File: config.mk
export PLATFORM = sky130hd
export DESIGN_NAME = gpio_port_change_interrupt
export DESIGN_NICKNAME = d
export VERILOG_FILES = /design/src/rtl/gpci_pkg.sv /design/src/rtl/gpci_core.sv /design/src/rtl/gpio_port_change_interrupt.sv
export SDC_FILE = /design/constraint.sdc
export NUM_CORES = 1
export LEC_CHECK = 0
export BUFFER_PORTS_ARGS = -buffer_cell sky130_fd_sc_hd__buf_2
export CAP_MARGIN = 20
export CORE_MARGIN = 2
export CORE_UTILIZATION = 35
export DETAILED_ROUTE_END_ITERATION = 6
export HOLD_SLACK_MARGIN = 0.06
export SYNTH_ARGS = -nofsm -noshare
export SYNTH_HDL_FRONTEND = slang
export SYNTH_SLANG_ARGS = --single-unit
File: constraint.sdc
create_clock -name clk -period 3.2 [get_ports clk]
set_clock_uncertainty 0.2 [all_clocks]
set_input_delay 0.96 -clock clk [delete_from_list [all_inputs] [get_ports clk]]
set_output_delay 0.96 -clock clk [all_outputs]
set_load 0.01 [all_outputs]
File: src/rtl/gpci_pkg.sv
`default_nettype none

package gpci_pkg;

    localparam int PORT_WIDTH = 8;
    localparam int BIT_INDEX_WIDTH = 3;

    localparam logic [PORT_WIDTH-1:0] CHANGE_PINS = 8'hf0;
    localparam logic [PORT_WIDTH-1:0] DIR_RESET = 8'hff;

    localparam int CFG_INDEX_WIDTH = 1;
    localparam int CFG_DATA_WIDTH = 8;
    localparam logic [CFG_INDEX_WIDTH-1:0] CFG_EDGE_RISING = 1'b0;
    localparam logic [CFG_INDEX_WIDTH-1:0] CFG_EXTERNAL_MASK = 1'b1;

    typedef enum logic [1:0] {
        OP_READ       = 2'd0,
        OP_WRITE_PORT = 2'd1,
        OP_WRITE_DIR  = 2'd2,
        OP_SET_PIN    = 2'd3
    } op_t;

    typedef struct packed {
        op_t                        opcode;
        logic [PORT_WIDTH-1:0]      data;
        logic [BIT_INDEX_WIDTH-1:0] bit_index;
        logic                       bit_level;
        logic [PORT_WIDTH-1:0]      pin_levels;
    } item_t;

    typedef struct packed {
        logic [PORT_WIDTH-1:0] port_value;
        logic [PORT_WIDTH-1:0] output_latch;
        logic [PORT_WIDTH-1:0] direction;
    } state_t;

    typedef struct packed {
        logic                  edge_rising;
        logic [PORT_WIDTH-1:0] external_mask;
    } cfg_t;

    typedef struct packed {
        logic [PORT_WIDTH-1:0] read_data;
        logic                  edge_irq;
        logic                  change_irq;
    } result_t;

endpackage

`default_nettype wire

File: src/rtl/gpci_core.sv
`default_nettype none

module gpci_core
(
    input  wire gpci_pkg::item_t   item,
    input  wire gpci_pkg::state_t  state,
    input  wire gpci_pkg::cfg_t    cfg,
    output gpci_pkg::state_t       state_next,
    output gpci_pkg::result_t      result
);

    logic [gpci_pkg::PORT_WIDTH-1:0] port_next;
    logic [gpci_pkg::PORT_WIDTH-1:0] set_value;
    logic [gpci_pkg::PORT_WIDTH-1:0] diff;
    logic                            check_flags;
    logic                            edge_hit;
    logic                            change_hit;

    always_comb
    begin
        set_value = state.port_value;
        set_value[item.bit_index] = item.bit_level;
    end

    always_comb
    begin
        state_next = state;
        check_flags = 1'b0;
        case (item.opcode)
            gpci_pkg::OP_READ:
            begin
                state_next.port_value = (state.port_value & ~cfg.external_mask)
                                      | (item.pin_levels & cfg.external_mask);
                check_flags = 1'b1;
            end
            gpci_pkg::OP_WRITE_PORT:
            begin
                state_next.output_latch = item.data;
                state_next.port_value = item.data;
            end
            gpci_pkg::OP_WRITE_DIR:
            begin
                state_next.direction = item.data;
                state_next.port_value = state.output_latch;
            end
            gpci_pkg::OP_SET_PIN:
            begin
                state_next.port_value = set_value;
                check_flags = 1'b1;
            end
            default:
            begin
                state_next = state;
                check_flags = 1'b0;
            end
        endcase
    end

    assign port_next = state_next.port_value;
    assign diff = state.port_value ^ port_next;

    // rising edge: bit 0 was low, falling: bit 0 was high
    assign edge_hit = diff[0] & (cfg.edge_rising ? ~state.port_value[0] : state.port_value[0]);
    assign change_hit = |(diff & gpci_pkg::CHANGE_PINS & state.direction);

    always_comb
    begin
        result.read_data = port_next;
        result.edge_irq = check_flags & edge_hit;
        result.change_irq = check_flags & change_hit;
    end

endmodule

`default_nettype wire

File: src/rtl/gpio_port_change_interrupt.sv
// path: an accepted item enters the input register, its result then the result register
// throughput: one item per cycle while the receiver does not stall
// port state updates at the same edge as the result register
// a waiting result blocks a new transfer only while the input register is also full
// reset: port value and output latch zero, every pin an input, edge_rising = 1,
// external_mask = 0, both pipeline registers empty
`default_nettype none

module gpio_port_change_interrupt
(
    input  wire                                     clk,
    input  wire                                     rst_n,

    input  wire                                     cfg_write,
    input  wire [gpci_pkg::CFG_INDEX_WIDTH-1:0]     cfg_index,
    input  wire [gpci_pkg::CFG_DATA_WIDTH-1:0]      cfg_data,

    input  wire                                     in_valid,
    output logic                                    in_stall,
    input  wire [1:0]                               opcode,
    input  wire [gpci_pkg::PORT_WIDTH-1:0]          data,
    input  wire [gpci_pkg::BIT_INDEX_WIDTH-1:0]     bit_index,
    input  wire                                     bit_level,
    input  wire [gpci_pkg::PORT_WIDTH-1:0]          pin_levels,

    output logic                                    out_valid,
    input  wire                                     out_stall,
    output logic [gpci_pkg::PORT_WIDTH-1:0]         read_data,
    output logic                                    edge_irq,
    output logic                                    change_irq
);

    gpci_pkg::cfg_t    cfg_reg;
    gpci_pkg::state_t  state_reg;
    gpci_pkg::state_t  state_next;
    gpci_pkg::item_t   item_reg;
    gpci_pkg::item_t   item_next;
    logic              item_valid_reg;
    gpci_pkg::result_t result_reg;
    gpci_pkg::result_t result_next;
    logic              out_valid_reg;
    logic              out_ready;
    logic              advance;
    logic              in_take;

    assign out_ready = ~out_valid_reg | ~out_stall;
    assign advance = item_valid_reg & out_ready;
    assign in_stall = item_valid_reg & ~out_ready;
    assign in_take = in_valid & ~in_stall;

    always_comb
    begin
        item_next.opcode = gpci_pkg::op_t'(opcode);
        item_next.data = data;
        item_next.bit_index = bit_index;
        item_next.bit_level = bit_level;
        item_next.pin_levels = pin_levels;
    end

    gpci_core u_core
    (
        .item       (item_reg),
        .state      (state_reg),
        .cfg        (cfg_reg),
        .state_next (state_next),
        .result     (result_next)
    );

    // configuration registers
    always_ff @(posedge clk or negedge rst_n)
    begin
        if (!rst_n)
        begin
            cfg_reg.edge_rising <= 1'b1;
            cfg_reg.external_mask <= '0;
        end
        else if (cfg_write)
        begin
            case (cfg_index)
                gpci_pkg::CFG_EDGE_RISING:   cfg_reg.edge_rising <= cfg_data[0];
                gpci_pkg::CFG_EXTERNAL_MASK: cfg_reg.external_mask <= cfg_data;
                default:                     cfg_reg <= cfg_reg;
            endcase
        end
    end

    always_ff @(posedge clk or negedge rst_n)
    begin
        if (!rst_n)
        begin
            state_reg.port_value <= '0;
            state_reg.output_latch <= '0;
            state_reg.direction <= gpci_pkg::DIR_RESET;
            item_valid_reg <= 1'b0;
            out_valid_reg <= 1'b0;
        end
        else
        begin
            if (advance)
            begin
                state_reg <= state_next;
            end
            if (in_take)
            begin
                item_valid_reg <= 1'b1;
            end
            else if (advance)
            begin
                item_valid_reg <= 1'b0;
            end
            if (advance)
            begin
                out_valid_reg <= 1'b1;
            end
            else if (~out_stall)
            begin
                out_valid_reg <= 1'b0;
            end
        end
    end

    // payload registers
    always_ff @(posedge clk)
    begin
        if (in_take)
        begin
            item_reg <= item_next;
        end
        if (advance)
        begin
            result_reg <= result_next;
        end
    end

    assign out_valid = out_valid_reg;
    assign read_data = result_reg.read_data;
    assign edge_irq = result_reg.edge_irq;
    assign change_irq = result_reg.change_irq;

endmodule

`default_nettype wire

### After elaboration in Yosys (flattened, before gate mapping)

Cells that the tools add are included.

| storage, ports and cells | value |
|---|---|
| flip-flop bits (word level) | 67 |
| input port bits | 36 |
| output and inout bits | 12 |

| cells by class | value |
|---|---|
| order comparisons | 2 |
| eq/ne operators | 4 |
| muxes and demuxes | 10 |
| bitwise logic cells | 19 |
| reductions and logical operators | 9 |

Operator list:

| operator | number |
|---|---|
| case mux 8 bit (4 select lines) | 1 |
| bitwise AND 8 bit | 3 |
| bitwise mux 8 bit | 1 |
| NOT 8 bit | 1 |
| OR 8 bit | 1 |
| AND reduction 2 bit | 4 |
| OR reduction 8 bit | 1 |
| bitwise XOR 8 bit | 1 |
| two-way mux 1 bit | 7 |
| bitwise AND 1 bit | 6 |
| NOT 1 bit | 6 |
| == test 2 bit (second input constant) | 2 |
| < comparator 3 x 4 -> 1 bit (second input constant) | 1 |
| demux 1 bit (select 3 bit) | 1 |
| greater-or-equal comparator 3 x 1 -> 1 bit (second input constant) | 1 |
| == test 2 x 1 -> 1 bit (second input constant) | 1 |
| logical NOT 2 bit | 1 |
| inequality test 2 x 1 -> 1 bit (second input constant) | 1 |
| nonzero test 2 bit | 1 |
| OR reduction 2 bit | 1 |
| logical AND 1 bit | 1 |
| OR 1 bit | 1 |

### Longest topological paths before layout

| logic depth | value |
|---|---|
| word-level depth | 10 |
| depth in mapped cells | 8 |
| gate-level depth less buffers | 7 |

### Modules after synthesis

From an unflattened synthesis, not the netlist that was laid out.

| unflattened totals | value |
|---|---|
| cells, all modules | 246 |
| area total of the unflattened synthesis | 3303.2 µm² |

By module, submodules not included:

| module | times used | cells each | area an instance (µm²) |
|---|---|---|---|
| gpio_port_change_interrupt | 1 | 110 | 2299.7 |
| gpci_core | 1 | 136 | 1003.5 |

### Worst setup path before layout

OpenSTA, ideal clock, no wires.

| timing path | value |
|---|---|
| path type | in2out |
| from | in out_stall |
| to | out in_stall |
| arrival | 1.146 ns |
| path slack | 0.894 ns |
| cell stages on the path | 2 |
| path buffers | 0 |
| cells stage by stage | nand3_1 -> inv_1 |

| on the way | value |
|---|---|
| cells in the longest elaborated chain, start to end | 4 |

RTL lines:

| item | RTL line | source |
|---|---|---|
| start, declared | gpio_port_change_interrupt.sv:27 | `input wire out_stall,` |
| NOT 1 bit | -- |  |
| OR 1 bit | gpio_port_change_interrupt.sv:46 | `assign out_ready = ~out_valid_reg \| ~out_stall;` |
| NOT 1 bit | gpio_port_change_interrupt.sv:48 | `assign in_stall = item_valid_reg & ~out_ready;` |
| bitwise AND 1 bit | gpio_port_change_interrupt.sv:48 |  |
| end, declared | gpio_port_change_interrupt.sv:19 | `output logic in_stall,` |

No other way between the ends.

==> flow_metrics.tcl <==
set metrics [dict create \
    outcome "completed" \
    synth_nets 250 \
    r2r-end "change_irq" \
    start_util_pct 36.0 \
    synth-main-ff-cell "edfxtp_1" \
    maxSlewViolCount 0 \
    cp-start-kind "flip-flop" \
    routed_wl_mm 5.79 \
    wl_per_cell_microns 15.6 \
    irDropWorstVdd_v 0.000223 \
    cp.arrival_ns 2.60 \
    io_buffers 47 \
    dp_cells 354 \
    synth.area.mux_share_pct 15.3 \
    largest_reg_flops 22 \
    clk_pin_slew_ns 0.07 \
    p_per_area_nw_per_um2 597 \
    yosysTopAreaCellShare_pct 32.6 \
    core_sq_um 8180 \
    grt_start_max_net_pins 32 \
    cap_violations 0 \
    cts_made_buffers 9 \
    slew_headroom_pct 51.7 \
    syn_avg_cell_area_sq_um 14.0 \
    drive_gt1_share_pct 37.7 \
    drc_errors 0 \
    post_cts_buffers 0 \
    place_hpwl_mm 4.09 \
    fin_cells 370 \
    finalHoldViolations 0 \
    hold_depth 1 \
    hp-start "item_valid_reg" \
    clock_path_buffers 2 \
    antenna_left 0 \
    cts_tree "done" \
    r2r_cells 7 \
    num_rows 33 \
    globalRouteTotalUtil_pct 14.0 \
    fmax_mhz 365 \
    critPathCaptureType "flip-flop" \
    crit_start "item_reg[20]" \
    cts_hold_buf 0 \
    dr.pass1.iters 4 \
    syn_inst 210 \
    dieArea_sq_um 9170 \
    fin_util_pct 41.4 \
    synthSimpleGateAreaFrac_pct 9.89 \
    overflow 0 \
    clockRootBuffer "clkbuf_8" \
    yosysMostFrequentCell "edfxtp_1" \
    die_h_microns 95.8 \
    power.leakage_nw 1.37 \
    synth_compound_area_share_pct 10.0 \
    worstSetupPathType "flip-flop to flip-flop" \
    yosysWarnings 0 \
    num_antenna_cells 0 \
    grt_pass1_wl_mm 9.34 \
    yosysUniqueCellTypes 45 \
    yosys.area.top_type "edfxtp_1" \
    syn-cell-area_sq_um 2950 \
    setup_viol_count_final 0 \
    via_per_inst 5.02 \
    fin_crit_ns 2.74 \
    hold_path.class "flip-flop to flip-flop" \
    drtIter0Drc 98 \
    vias 1856 \
    crit_required_ns 3.06 \
    synthAdderAreaFrac_pct 1.70 \
    tns_ns 0 \
    synth-seq-area-share_pct 59.2 \
    r2r_slack_ns 0.46 \
    hold_end "out_valid" \
    critPathMaxFanout 20 \
    grt_antenna_before_repair 0 \
    die_x_microns 95.8 \
    synth-seq-cells 63 \
    ios 48 \
    grt_pass1_vias 1879 \
    h-tree-depth 3 \
    cts.sinks 63 \
    synth-edff-count 32 \
    synth_xor_area_share_pct 0 \
    syn_to_final_growth_pct 15.0 \
    synth_common_cells "edfxtp_1, mux2_2, dfrtp_1" \
    rsz0062_at_grt "no" \
    clk_latency_ns 0.34 \
    num-nets-final 300 \
    finalCritPeriodShare_pct 85.7 \
    synth_top_family_by_area "multiplexers" \
    ctsResizeCount 0 \
    timing.rr.start "item_reg[20]" \
    async_flop_share_pct 49.2 \
    worst_slew_pin_slew_ns 0.725 \
    gp_congestion 0.828 \
    synth_area_leaders "edfxtp_1, dfrtp_1, mux2_2" \
]
-- per-stage QoR --
| step | area, sq um | hold slack, ns | setup WS [ns] | total power, W |
|---|---|---|---|---|
| final | 3390 | 0.287 | 0.459 | 0.00202 |
| after global routing | 3390 | 0.319 | 0.274 | 0.00215 |
| after CTS | 3390 | 0.296 | 0.433 | 0.00205 |
| after detailed placement | 3230 | 0.276 | 0.473 | 0.00147 |
| after global placement | 3230 | 0.263 | 0.636 | 0.00146 |
| after floorplan | 2950 | 0.249 | 0.894 | 0.00136 |
-- report_power, final --
part	switching, W	internal [W]	leakage [nW]	total [W]
registers	0.000105	0.00100	0.670	0.00111
logic	0.000155	0.000191	0.625	0.000346
clock network	0.000289	0.000277	0.0801	0.000566
total	0.000549	0.00147	1.37	0.00202
-- worst max-delay path by stage --
stage	end	slack, ns	depth (start not counted)
global route	change_irq	0.27	7
detailed placement	change_irq	0.47	7
CTS	change_irq	0.43	7
floorplan	in_stall	0.89	2
global placement	change_irq	0.64	7
finish	change_irq	0.46	7
-- per-layer routing --
layer | vias to the layer above | global-route usage [%] | wire [microns]
met5 | - | 0 | 0
met4 | 0 | 6.55 | 65
met3 | 5 | 4.07 | 280
met2 | 46 | 21.9 | 2780
met1 | 907 | 18.0 | 2660
li1 | 898 | - | -
-- cell type report --
class | instances | area [sq um]
inverters | 5 | 18.8
fillers | 810 | 4790
well taps | 105 | 131
clock inverters | 4 | 22.5
multi-input cells | 132 | 1090
flip-flops and latches | 63 | 1740
repair buffers | 49 | 250
clock buffers | 12 | 135
-- cells in the final DEF (no fill, tap or decap), types with 3 or more instances in the layout --
master and count:
clkinv_2 3, o21ai_0 3, mux2_2 30, nor2b_1 7
dfrtp_1 26, a221o_1 3, a41oi_1 3, a221oi_1 5
o31ai_1 3, o21ai_1 4, edfxtp_1 32, nand2b_1 3
nand2_1 14, clkbuf_1 3, dfstp_2 5, inv_1 5
nand3b_1 6, a21oi_1 6, nand3_1 4, clkbuf_8 9
buf_2 47, ha_1 4, mux2i_1 9, o21a_1 3
-- cell families after synthesis --
family	after synthesis
adder cells (fa/ha/maj)	4
AO/OA/AOI/OAI	40
multiplexers	41
AND/OR/NAND/NOR	47
flip-flops	63
buffers and inverters	15
-- worst max-delay path: stages (launching register included) --
cell and delay, ns:
edfxtp_1 0.42, inv_1 0.11, ha_1 0.62, a21bo_2 0.31, nand3b_1 0.10, mux2i_1 0.08
a2111oi_0 0.44, a41oi_1 0.19
No activity file was read; power rests on OpenSTA's default activity.
